===== src/sv/srmp_pkg.sv =====
// Shared types, constants and the coil lookup for the stepper ramp controller.
// No dependencies; used by srmp_div and stepper_ramp_controller.
package srmp_pkg;

    localparam int POS_W          = 32;
    localparam int RAMP_W         = 8;
    localparam int PULSE_W        = 15;
    localparam int PAUSE_W        = 16;
    localparam int WAIT_W         = 26;
    localparam int COIL_W         = 4;
    localparam int CFG_IDX_W      = 2;
    localparam int CFG_DATA_W     = 16;
    localparam int MAX_ACCEL_STEPS = 16;

    localparam int DIVISOR_W  = $clog2(MAX_ACCEL_STEPS + 2);
    localparam int DIVIDEND_W = PULSE_W + $clog2(MAX_ACCEL_STEPS + 1);
    localparam int DCNT_W     = $clog2(DIVIDEND_W);

    localparam logic [POS_W-1:0]  POS_RESET   = POS_W'(1000);
    localparam logic [WAIT_W-1:0] START_WAIT  = WAIT_W'(1000);
    localparam logic [WAIT_W-1:0] MS_TO_US    = WAIT_W'(1000);

    localparam logic [CFG_IDX_W-1:0] CFG_UP    = 2'd0;
    localparam logic [CFG_IDX_W-1:0] CFG_DOWN  = 2'd1;
    localparam logic [CFG_IDX_W-1:0] CFG_PAUSE = 2'd2;

    typedef enum logic [1:0] {
        KIND_TICK = 2'd0,
        KIND_SET  = 2'd1,
        KIND_LOAD = 2'd2
    } t_kind;

    typedef enum logic [2:0] {
        S_IDLE,
        S_EXEC,
        S_MAG,
        S_SUM,
        S_STEP,
        S_DSTART,
        S_DWAIT,
        S_OUT
    } t_state;

    typedef struct packed {
        logic                  start;
        logic [DIVIDEND_W-1:0] dividend;
        logic [DIVISOR_W-1:0]  divisor;
    } t_div_req;

    // Half-step coil sequence.
    function automatic logic [COIL_W-1:0] coil_lookup(input logic [2:0] idx);
        logic [COIL_W-1:0] bits;
        unique case (idx)
            3'd0:    bits = 4'b1000;
            3'd1:    bits = 4'b1100;
            3'd2:    bits = 4'b0100;
            3'd3:    bits = 4'b0110;
            3'd4:    bits = 4'b0010;
            3'd5:    bits = 4'b0011;
            3'd6:    bits = 4'b0001;
            default: bits = 4'b1001;
        endcase
        return bits;
    endfunction

endpackage


===== src/sv/srmp_div.sv =====
// Bit-serial restoring divider for the pulse time, one quotient bit per cycle.
// Depends on srmp_pkg.
module srmp_div (
    input  logic                              i_clk,
    input  logic                              i_rst_n,
    input  srmp_pkg::t_div_req                i_req,
    output logic                              o_done,
    output logic [srmp_pkg::DIVIDEND_W-1:0]   o_quotient
);
    import srmp_pkg::*;

    logic                  r_busy;
    logic                  r_done;
    logic [DCNT_W-1:0]     r_cnt;
    logic [DIVIDEND_W-1:0] r_q;
    logic [DIVISOR_W-1:0]  r_rem;
    logic [DIVISOR_W-1:0]  r_div;

    logic [DIVISOR_W:0]    rem_sh;
    logic                  fits;
    logic [DIVISOR_W:0]    rem_sub;

    always_comb begin
        rem_sh  = {r_rem, r_q[DIVIDEND_W-1]};
        fits    = (rem_sh >= {1'b0, r_div});
        rem_sub = rem_sh - {1'b0, r_div};
    end

    always_ff @(posedge i_clk) begin
        if (!i_rst_n) begin
            r_busy <= 1'b0;
            r_done <= 1'b0;
            r_cnt  <= '0;
        end else begin
            r_done <= 1'b0;
            if (i_req.start) begin
                r_busy <= 1'b1;
                r_cnt  <= '0;
            end else if (r_busy) begin
                if (r_cnt == DCNT_W'(DIVIDEND_W - 1)) begin
                    r_busy <= 1'b0;
                    r_done <= 1'b1;
                end else begin
                    r_cnt <= r_cnt + 1'b1;
                end
            end
        end
    end

    always_ff @(posedge i_clk) begin
        if (i_req.start) begin
            r_q   <= i_req.dividend;
            r_rem <= '0;
            r_div <= i_req.divisor;
        end else if (r_busy) begin
            r_q   <= {r_q[DIVIDEND_W-2:0], fits};
            r_rem <= fits ? rem_sub[DIVISOR_W-1:0] : rem_sh[DIVISOR_W-1:0];
        end
    end

    assign o_done     = r_done;
    assign o_quotient = r_q;

endmodule


===== src/sv/stepper_ramp_controller.sv =====
// Top level of the half-step stepper controller with a linear speed ramp and waypoint.
// Depends on srmp_pkg and srmp_div.
//
//  channel  | direction | handshake                 | word
//  ---------+-----------+---------------------------+-------------------------------------
//  item in  | in        | i_in_valid / o_in_stall   | kind, target, waypoint, phase offset
//  result   | out       | o_out_valid / i_out_stall | coils, position, target, flags, wait
//  config   | in        | i_cfg_we (no wait)        | index i_cfg_idx, data i_cfg_wdata
//
// A moving tick runs through exec, magnitude, sum and step, a divider start, the divider
// wait for 20 quotient bits and the result load; the next word is taken only after that.
// A final step or a stop skips the divider states; an idle tick, a set-target, a load
// or an unused kind goes from exec straight to the result load.
// Synchronous active-low reset restores position, target and waypoint to 1000 and
// clears the ramp, coils, active flag and registers. A stalled result word does not block
// the next input word; only that word's own result waits in the last state.
module stepper_ramp_controller (
    input  logic                                i_clk,
    input  logic                                i_rst_n,
    // configuration
    input  logic                                i_cfg_we,
    input  logic [srmp_pkg::CFG_IDX_W-1:0]      i_cfg_idx,
    input  logic [srmp_pkg::CFG_DATA_W-1:0]     i_cfg_wdata,
    // input words
    input  logic                                i_in_valid,
    output logic                                o_in_stall,
    input  logic [1:0]                          i_kind,
    input  logic [srmp_pkg::POS_W-1:0]          i_target_position,
    input  logic [srmp_pkg::POS_W-1:0]          i_waypoint_position,
    input  logic [2:0]                          i_phase_offset,
    // result words
    output logic                                o_out_valid,
    input  logic                                i_out_stall,
    output logic [srmp_pkg::COIL_W-1:0]         o_coil_pattern,
    output logic [srmp_pkg::POS_W-1:0]          o_current_position,
    output logic [srmp_pkg::POS_W-1:0]          o_target_now,
    output logic                                o_moving,
    output logic                                o_active,
    output logic [srmp_pkg::WAIT_W-1:0]         o_wait_us,
    output logic                                o_target_reached,
    output logic                                o_stopped
);
    import srmp_pkg::*;

    localparam int SW = RAMP_W + 1;
    localparam logic signed [SW-1:0] MAXS = SW'(MAX_ACCEL_STEPS);
    localparam logic signed [SW-1:0] ONES = SW'(1);

    // Configuration registers.
    logic [PULSE_W-1:0] r_fast_up;
    logic [PULSE_W-1:0] r_fast_down;
    logic [PAUSE_W-1:0] r_pause_ms;

    // Controller state.
    t_state              r_state;
    t_state              n_state;
    logic [POS_W-1:0]    r_pos;
    logic [POS_W-1:0]    r_goal;
    logic [POS_W-1:0]    r_via;
    logic [2:0]          r_off;
    logic signed [RAMP_W-1:0] r_ramp;
    logic                r_running;
    logic [COIL_W-1:0]   r_coil;

    // Captured input word.
    logic [1:0]          r_kind;
    logic [POS_W-1:0]    r_tgt;
    logic [POS_W-1:0]    r_way;
    logic [2:0]          r_offs_in;

    // Working registers of a tick.
    logic [POS_W-1:0]    r_d;
    logic [POS_W-1:0]    r_e;
    logic [POS_W-1:0]    r_ma;
    logic [POS_W-1:0]    r_mb;
    logic [POS_W-1:0]    r_mag;
    logic                r_dir_neg;
    logic                r_dir_zero;
    logic [WAIT_W-1:0]   r_wait;
    logic                r_reached;
    logic                r_halted;

    // Output register.
    logic                r_out_valid;
    logic [COIL_W-1:0]   r_o_coil;
    logic [POS_W-1:0]    r_o_pos;
    logic [POS_W-1:0]    r_o_goal;
    logic                r_o_moving;
    logic                r_o_active;
    logic [WAIT_W-1:0]   r_o_wait;
    logic                r_o_reached;
    logic                r_o_halted;

    logic                in_accept;
    logic                out_free;
    logic                tick_go;
    logic                halt;

    // Divider interface.
    t_div_req               div_req;
    logic                   div_done;
    logic [DIVIDEND_W-1:0]  div_quo;
    logic [PULSE_W-1:0]     mult;
    logic [RAMP_W-1:0]      abs_ramp;
    logic [RAMP_W-1:0]      lim_ramp;

    // Set-target decode.
    logic [POS_W-1:0]    way_eff;
    logic                was_idle;
    logic                no_change;

    // Step arithmetic.
    logic [POS_W-1:0]    neg_e;
    logic signed [SW-1:0] s0;
    logic signed [SW-1:0] dirv;
    logic signed [SW-1:0] sd;
    logic signed [SW-1:0] sn;
    logic signed [SW-1:0] sd2;
    logic signed [SW-1:0] magv;
    logic [POS_W-1:0]    pos_new;
    logic [2:0]          coil_idx;

    assign in_accept = i_in_valid && !o_in_stall;
    assign out_free  = !r_out_valid || !i_out_stall;
    assign tick_go   = (r_kind == KIND_TICK) && r_running;
    assign halt      = (r_mag == '0) || r_dir_zero;

    // Set target: a waypoint that equals the position is replaced by the target.
    always_comb begin
        way_eff   = (r_way == r_pos) ? r_tgt : r_way;
        was_idle  = (r_goal == r_pos) && (r_goal == r_via);
        no_change = (r_tgt == r_goal) && (way_eff == r_goal);
    end

    // Ramp one level toward the top speed in the move direction, then limit
    // the level to the remaining distance so the motor can stop in time.
    always_comb begin
        neg_e = '0 - r_e;
        s0    = {r_ramp[RAMP_W-1], r_ramp};
        dirv  = r_dir_neg ? -ONES : ONES;
        magv  = SW'(r_mag);
        sd    = r_dir_neg ? -s0 : s0;
        if (s0 == '0) begin
            sn = dirv;
        end else if (sd < MAXS) begin
            sn = s0 + dirv;
        end else begin
            sn = r_dir_neg ? -MAXS : MAXS;
        end
        sd2 = r_dir_neg ? -sn : sn;
        if (s0 != '0 && !sd2[SW-1] && (POS_W'(unsigned'(sd2)) >= r_mag)) begin
            sn = r_dir_neg ? -magv : magv;
        end
        if (sn > 0) begin
            pos_new = r_pos + 1'b1;
        end else if (sn < 0) begin
            pos_new = r_pos - 1'b1;
        end else begin
            pos_new = r_pos;
        end
        coil_idx = pos_new[2:0] + r_off;
    end

    // Pulse time operands: base time times the top level, over one plus the level.
    always_comb begin
        mult     = (r_ramp > 0) ? r_fast_up : r_fast_down;
        abs_ramp = r_ramp[RAMP_W-1] ? RAMP_W'(-r_ramp) : RAMP_W'(r_ramp);
        lim_ramp = (abs_ramp > RAMP_W'(MAX_ACCEL_STEPS)) ? RAMP_W'(MAX_ACCEL_STEPS)
                                                         : abs_ramp;
    end

    // Next state.
    always_comb begin
        n_state = r_state;
        unique case (r_state)
            S_IDLE:   if (i_in_valid) n_state = S_EXEC;
            S_EXEC:   n_state = tick_go ? S_MAG : S_OUT;
            S_MAG:    n_state = S_SUM;
            S_SUM:    n_state = S_STEP;
            S_STEP:   n_state = (halt || r_mag == POS_W'(1)) ? S_OUT : S_DSTART;
            S_DSTART: n_state = S_DWAIT;
            S_DWAIT:  if (div_done) n_state = S_OUT;
            S_OUT:    if (out_free) n_state = S_IDLE;
            default:  n_state = S_IDLE;
        endcase
    end

    // State-driven outputs.
    always_comb begin
        o_in_stall       = (r_state != S_IDLE);
        div_req.start    = (r_state == S_DSTART);
        div_req.dividend = DIVIDEND_W'(mult) * DIVIDEND_W'(MAX_ACCEL_STEPS);
        div_req.divisor  = DIVISOR_W'(lim_ramp) + 1'b1;
    end

    srmp_div u_div (
        .i_clk      (i_clk),
        .i_rst_n    (i_rst_n),
        .i_req      (div_req),
        .o_done     (div_done),
        .o_quotient (div_quo)
    );

    // Configuration writes; an index beyond the list is ignored.
    always_ff @(posedge i_clk) begin
        if (!i_rst_n) begin
            r_fast_up   <= '0;
            r_fast_down <= '0;
            r_pause_ms  <= '0;
        end else if (i_cfg_we) begin
            if (i_cfg_idx == CFG_UP)    r_fast_up   <= i_cfg_wdata[PULSE_W-1:0];
            if (i_cfg_idx == CFG_DOWN)  r_fast_down <= i_cfg_wdata[PULSE_W-1:0];
            if (i_cfg_idx == CFG_PAUSE) r_pause_ms  <= i_cfg_wdata[PAUSE_W-1:0];
        end
    end

    always_ff @(posedge i_clk) begin
        if (!i_rst_n) begin
            r_state   <= S_IDLE;
        end else begin
            r_state   <= n_state;
        end
    end

    // Captured word and per-tick working registers.
    always_ff @(posedge i_clk) begin
        if (in_accept) begin
            r_kind    <= i_kind;
            r_tgt     <= i_target_position;
            r_way     <= i_waypoint_position;
            r_offs_in <= i_phase_offset;
        end
        unique case (r_state)
            S_EXEC: begin
                r_d <= r_via - r_pos;
                r_e <= r_via - r_goal;
            end
            S_MAG: begin
                r_ma <= r_d[POS_W-1] ? ('0 - r_d) : r_d;
                r_mb <= r_e[POS_W-1] ? neg_e : r_e;
                if (r_d != '0) begin
                    r_dir_neg  <= r_d[POS_W-1];
                    r_dir_zero <= 1'b0;
                end else begin
                    // Waypoint already reached: the direction is toward the target.
                    r_dir_neg  <= neg_e[POS_W-1];
                    r_dir_zero <= (r_e == '0);
                end
            end
            S_SUM: begin
                r_mag <= r_ma + r_mb;
            end
            default: begin
            end
        endcase
    end

    // Controller state updates.
    always_ff @(posedge i_clk) begin
        if (!i_rst_n) begin
            r_pos     <= POS_RESET;
            r_goal    <= POS_RESET;
            r_via     <= POS_RESET;
            r_off     <= '0;
            r_ramp    <= '0;
            r_running <= 1'b0;
            r_coil    <= '0;
            r_wait    <= '0;
            r_reached <= 1'b0;
            r_halted  <= 1'b0;
        end else begin
            if (in_accept) begin
                r_wait    <= '0;
                r_reached <= 1'b0;
                r_halted  <= 1'b0;
            end
            unique case (r_state)
                S_EXEC: begin
                    if (r_kind == KIND_SET) begin
                        if (was_idle) begin
                            r_ramp <= '0;
                        end
                        if (!(was_idle && no_change)) begin
                            r_goal <= r_tgt;
                            r_via  <= way_eff;
                        end
                        if (was_idle && !no_change) begin
                            r_running <= 1'b1;
                            r_wait    <= START_WAIT;
                        end
                    end else if (r_kind == KIND_LOAD) begin
                        r_goal <= r_tgt;
                        r_via  <= r_tgt;
                        r_pos  <= r_tgt;
                        r_off  <= r_offs_in;
                    end
                end
                S_MAG: begin
                    if (r_d == '0) r_via <= r_goal;
                end
                S_STEP: begin
                    if (halt) begin
                        r_coil    <= '0;
                        r_running <= 1'b0;
                        r_halted  <= 1'b1;
                    end else begin
                        r_pos  <= pos_new;
                        if (pos_new == r_via) r_via <= r_goal;
                        r_coil <= coil_lookup(coil_idx);
                        if (r_mag == POS_W'(1)) begin
                            r_ramp    <= '0;
                            r_wait    <= WAIT_W'(r_pause_ms) * MS_TO_US;
                            r_reached <= 1'b1;
                        end else begin
                            r_ramp <= RAMP_W'(sn);
                        end
                    end
                end
                S_DWAIT: begin
                    if (div_done) r_wait <= WAIT_W'(div_quo);
                end
                default: begin
                end
            endcase
        end
    end

    // Output register: loads when the result is complete and the slot is free.
    always_ff @(posedge i_clk) begin
        if (!i_rst_n) begin
            r_out_valid <= 1'b0;
        end else if (r_state == S_OUT && out_free) begin
            r_out_valid <= 1'b1;
        end else if (!i_out_stall) begin
            r_out_valid <= 1'b0;
        end
    end

    always_ff @(posedge i_clk) begin
        if (r_state == S_OUT && out_free) begin
            r_o_coil    <= r_coil;
            r_o_pos     <= r_pos;
            r_o_goal    <= r_goal;
            r_o_moving  <= r_running && ((r_goal != r_pos) || (r_via != r_goal));
            r_o_active  <= r_running;
            r_o_wait    <= r_wait;
            r_o_reached <= r_reached;
            r_o_halted  <= r_halted;
        end
    end

    assign o_out_valid        = r_out_valid;
    assign o_coil_pattern     = r_o_coil;
    assign o_current_position = r_o_pos;
    assign o_target_now       = r_o_goal;
    assign o_moving           = r_o_moving;
    assign o_active           = r_o_active;
    assign o_wait_us          = r_o_wait;
    assign o_target_reached   = r_o_reached;
    assign o_stopped          = r_o_halted;

    // The speed level never leaves the ramp range.
    a_ramp_range: assert property (@(posedge i_clk) disable iff (!i_rst_n)
        (r_ramp <= RAMP_W'(MAX_ACCEL_STEPS)) && (r_ramp >= -RAMP_W'(MAX_ACCEL_STEPS)))
        else $error("speed level out of range");

    // Only a tick that finds no distance may drop the active flag.
    a_stop_path: assert property (@(posedge i_clk) disable iff (!i_rst_n)
        $fell(r_running) |-> $past(r_state == S_STEP))
        else $error("active flag cleared outside the step state");

    // The divider reports completion only while the sequencer waits for it.
    a_div_done: assert property (@(posedge i_clk) disable iff (!i_rst_n)
        div_done |-> (r_state == S_DWAIT))
        else $error("divider finished outside the wait state");

    // A result cannot both make the final step and report a stop.
    a_flags: assert property (@(posedge i_clk) disable iff (!i_rst_n)
        o_out_valid |-> !(o_target_reached && o_stopped))
        else $error("reached and stopped both set");

    // A final step always leaves a coil pattern energized.
    a_reached_coil: assert property (@(posedge i_clk) disable iff (!i_rst_n)
        (o_out_valid && o_target_reached) |-> (o_coil_pattern != '0))
        else $error("final step with coils cleared");

endmodule


===== config.mk =====
export PLATFORM = sky130hd
export DESIGN_NAME = stepper_ramp_controller
export DESIGN_NICKNAME = d
export VERILOG_FILES = /design/src/sv/srmp_pkg.sv /design/src/sv/srmp_div.sv /design/src/sv/stepper_ramp_controller.sv
export SDC_FILE = /design/constraint.sdc
export NUM_CORES = 1
export LEC_CHECK = 0
export BUFFER_PORTS_ARGS = -buffer_cell sky130_fd_sc_hd__buf_2
export CAP_MARGIN = 30
export CELL_PAD_IN_SITES_DETAIL_PLACEMENT = 0
export CELL_PAD_IN_SITES_GLOBAL_PLACEMENT = 2
export CORE_UTILIZATION = 40
export DETAILED_ROUTE_END_ITERATION = 6
export PLACE_DENSITY_LB_ADDON = 0.1
export SLEW_MARGIN = 25
export SYNTH_ARGS = -nofsm -noshare
export SYNTH_HDL_FRONTEND = slang
export SYNTH_SLANG_ARGS = --single-unit
export TNS_END_PERCENT = 1

===== constraint.sdc =====
create_clock -name i_clk -period 8.8 [get_ports i_clk]
set_clock_uncertainty 0.2 [all_clocks]
set_input_delay 0.88 -clock i_clk [delete_from_list [all_inputs] [get_ports i_clk]]
set_output_delay 0.88 -clock i_clk [all_outputs]
set_load 0.02 [all_outputs]

==> summary.txt <==
outcome: complete, no violations
r2r setup slk: 0.65 ns
area grow syn2layout: 13.8%
Worst Hold Launch: i_target_position[5]
wire length on met3: 7.74 mm
initial antenna violation count: 2
Metal-1 WL: 57.9 mm
Top FF cell, synth: edfxtp_1
post-synthesis simple-gate area fraction: 0.155
Starting Density: 0.406
Syn Area/Cell: 9.74 um^2
met2 wire len: 55.5 mm
DIE HEIGHT: 294 um
vias in the first global route: 26971
die area: 86400 um^2
Reg2Reg Launch Point: r_dir_neg
layout cell share with drive strength beyond 1: 0.119
compound-gate portion of the synthesized area: 0.141
sequential share of the synthesized area: 0.429
max-slew violations: 0
Synth Area in XOR/XNOR: 0.0869
max cap viols: 0
syn_nets: 3840
Crit path top cell by count: a211oi_1
Fillers: 8028
Hold Vio Cnt, Final: 0
GR Overflow Total: 0
number of remaining DRC errors: 0
Synth Cell Area: 34100 um^2
Hold Path Stages: 1
IO buf count: 191
IO Pins: 192
Final Net Count: 4020
via count: 27933
H-tree depth: 3
DP HPWL: 97.9 mm
TritonCTS Buffers: 66
Min-Delay Endpoint: r_tgt[5]
critical path arrival: 8.43 ns
CP Launch Type: register
Clock transition at path regs: 0.07 ns
async set-or-reset flop fraction in the synthesized netlist: 0
1st-pass router iterations: 6
Slowest-stage cell, CP: a2111oi_0
Crit path required time: 9.08 ns
final hold slack: 0.222 ns
Worst path max stage delay: 0.63 ns
critical path class: reg -> reg
period utilization: 0.926
Total GRT Usage: 0.289
worst reg-to-reg path cell count: 29
post-synthesis mux area share: 0.0470
Max-slew headroom: 0.278
Synth Instances: 3503
first-pass GRT wire length: 183 mm
CP max FO: 15
Synth Warn #: 0
Clock Sink Count: 556
RSZ-0062 raised after global routing: false
Antenna Cells: 0
largest net degree at the start of global routing: 85
Post-synth EDFFs: 349
drt total wl: 126 mm
CTS root buf: clkbuf_16
register bit count reported by yosys: 556
CTS max path bufs: 3
fmax: 123 MHz
top sig layer: met5
Finished Layout Cells: 4868
worst min-delay path class: in -> reg
Iter 0 DRT Violations: 2374
post-synthesis adder-cell area fraction: 0.103
leading area contributor after synthesis: edfxtp_1
CTS tree: done
Chip Width: 294 um
maximum vdd drop: 148 uV
P_leak: 15.4 nW
clk_lat worst skew: 0.63 ns
Routed wire per std cell: 25.9 um
Critical R2R Capture: r_via[3]
Final setup viols: 0
Avg Vias per Cell: 5.74
post-route ant nets: 0
Worst Setup End Kind: register
Distinct cells, synth: 97
Synth area leaders: edfxtp_1, dfxtp_1, ha_1
post-synth top area share: 0.307
core area: 84000 um^2
power density cells: 244 nW/um^2
Row Count: 106
largest family of logic cells by synthesized area: simple AND/OR/NAND/NOR gates
CP delay by family, top: compound AO/OA/AOI/OAI gates
Buf/Inv on CP: 3
Slew @ Worst Pin: 1.07 ns
minimum clock period: 8.15 ns
Inst Count DP: 4747
GPL Wtd Cong: 0.989
[what timing repair did]
item	in CTS	in global routing
gates resized for setup	2	11
hold buffers	0	0
endpoints found under the setup margin	32	34
pin swaps	0	2
setup buffers	0	1
[registers in the layout (all words and copies together) (netlist names), 20 cells and up]
name / flops
o_target_now: 32
r_d: 32
r_e: 32
r_mb: 32
r_wait: 26
r_way: 32
r_mag: 32
r_tgt: 32
r_goal: 32
u_div.o_quotient: 20
r_via: 32
o_current_position: 32
r_pos: 32
o_wait_us: 26
r_ma: 32
[cells in the mapped netlist, types with 53 or more instances]
cell type  count
nand2_1      388
edfxtp_1     349
nor2_1       247
xnor2_1      233
a21oi_1      222
dfxtp_1      207
ha_1         185
inv_1        172
o21ai_0      169
clkbuf_1     149
mux2i_1      143
xor2_1       103
nand3_1       93
nor3_1        78
fa_1          60
nor4_1        53
[worst reg2reg max path: cells and delay by family (launching register included)]
family          cells  cell delay, ns
compound gates     13            2.76
fa+ha+maj           2            0.76
buf+inv             3            0.66
flops               1            0.58
mux                 1            0.32
simple gates       10            2.76
[logic make-up after synthesis]
family | after synthesis
AND/OR/NAND/NOR | 1115
XOR/XNOR | 337
buffers and inverters | 345
multiplexers | 156
flip-flops | 556
AO/OA/AOI/OAI | 749
adder cells (fa/ha/maj) | 245
[routing by layer]
| metal | vias to the layer above | global-route usage |
|---|---|---|
| met5 | - | 0 |
| li1 | 12976 | - |
| met2 | 1021 | 0.444 |
| met1 | 13694 | 0.413 |
| met4 | 2 | 0.104 |
| met3 | 240 | 0.0399 |
[per-stage QoR]
| stage | TNS, ns | util | instance area [um^2] | setup WS, ns | power (mW) |
|---|---|---|---|---|---|
| 2_1_floorplan | 0 | - | 34100 | 1.15 | 5.73 |
| 4_1_cts | 0 | 0.461 | 38700 | 0.146 | 9.52 |
| 5_1_grt | 0 | 0.462 | 38800 | 0.0838 | 9.96 |
| 6_report | 0 | 0.462 | 38800 | 0.647 | 9.48 |
| 3_5_place_dp | -2.97 | 0.436 | 36600 | -0.121 | 6.82 |
| 3_3_place_gp | -1.42 | 0.436 | 36600 | -0.0671 | 6.78 |
[area by class of cell]
cell class	count	area, um^2	share of cell area
Inverter	174	656	0.0169
Clock buffer	88	1820	0.0468
Timing Repair Buffer	283	1700	0.0439
Multi-Input combinational cell	2602	18300	0.472
Tap cell	1134	1420	0.0365
Sequential cell	556	14600	0.377
Clock inverter	31	277	0.00712
[where the power goes]
| group | leakage, nW | internal [mW] | switching (mW) |
|---|---|---|---|
| sequential | 4.90 | 3.31 | 0.387 |
| clock | 1.02 | 1.55 | 1.12 |
| combinational | 9.44 | 1.22 | 1.89 |
| total | 15.4 | 6.08 | 3.40 |
[how the worst max path moves through the flow]
| stage | cells after the start | to | from |
|---|---|---|---|
| finish | 29 | r_via[3] | r_dir_neg |
| global route | 35 | r_via[3] | r_ramp[1] |
| CTS | 35 | r_via[15] | r_ramp[1] |
| detailed placement | 36 | r_via[15] | r_ramp[1] |
| global placement | 36 | r_via[18] | r_ramp[1] |
| floorplan | 37 | r_coil[1] | r_ramp[4] |
[cells in the final DEF (no fill, tap or decap), types with 23 or more instances in the layout]
master,count
o211ai_1,27
nand2_1,385
buf_2,191
edfxtp_1,349
inv_1,170
o31ai_1,38
clkbuf_16,68
a211oi_1,27
nor2_1,244
xnor2_1,233
a21o_1,34
a21oi_1,220
and2_1,25
and3_1,26
buf_4,86
or3_1,35
nand4_1,47
xor2_1,103
dfxtp_1,206
a31oi_1,25
nand2b_1,37
fa_1,60
nor2b_1,23
o21ai_0,168
a22oi_1,27
mux2i_1,143
nor4_1,50
nor3_1,77
ha_1,185
nand3_1,93
Note: power is estimated with default switching activity, not from simulation.
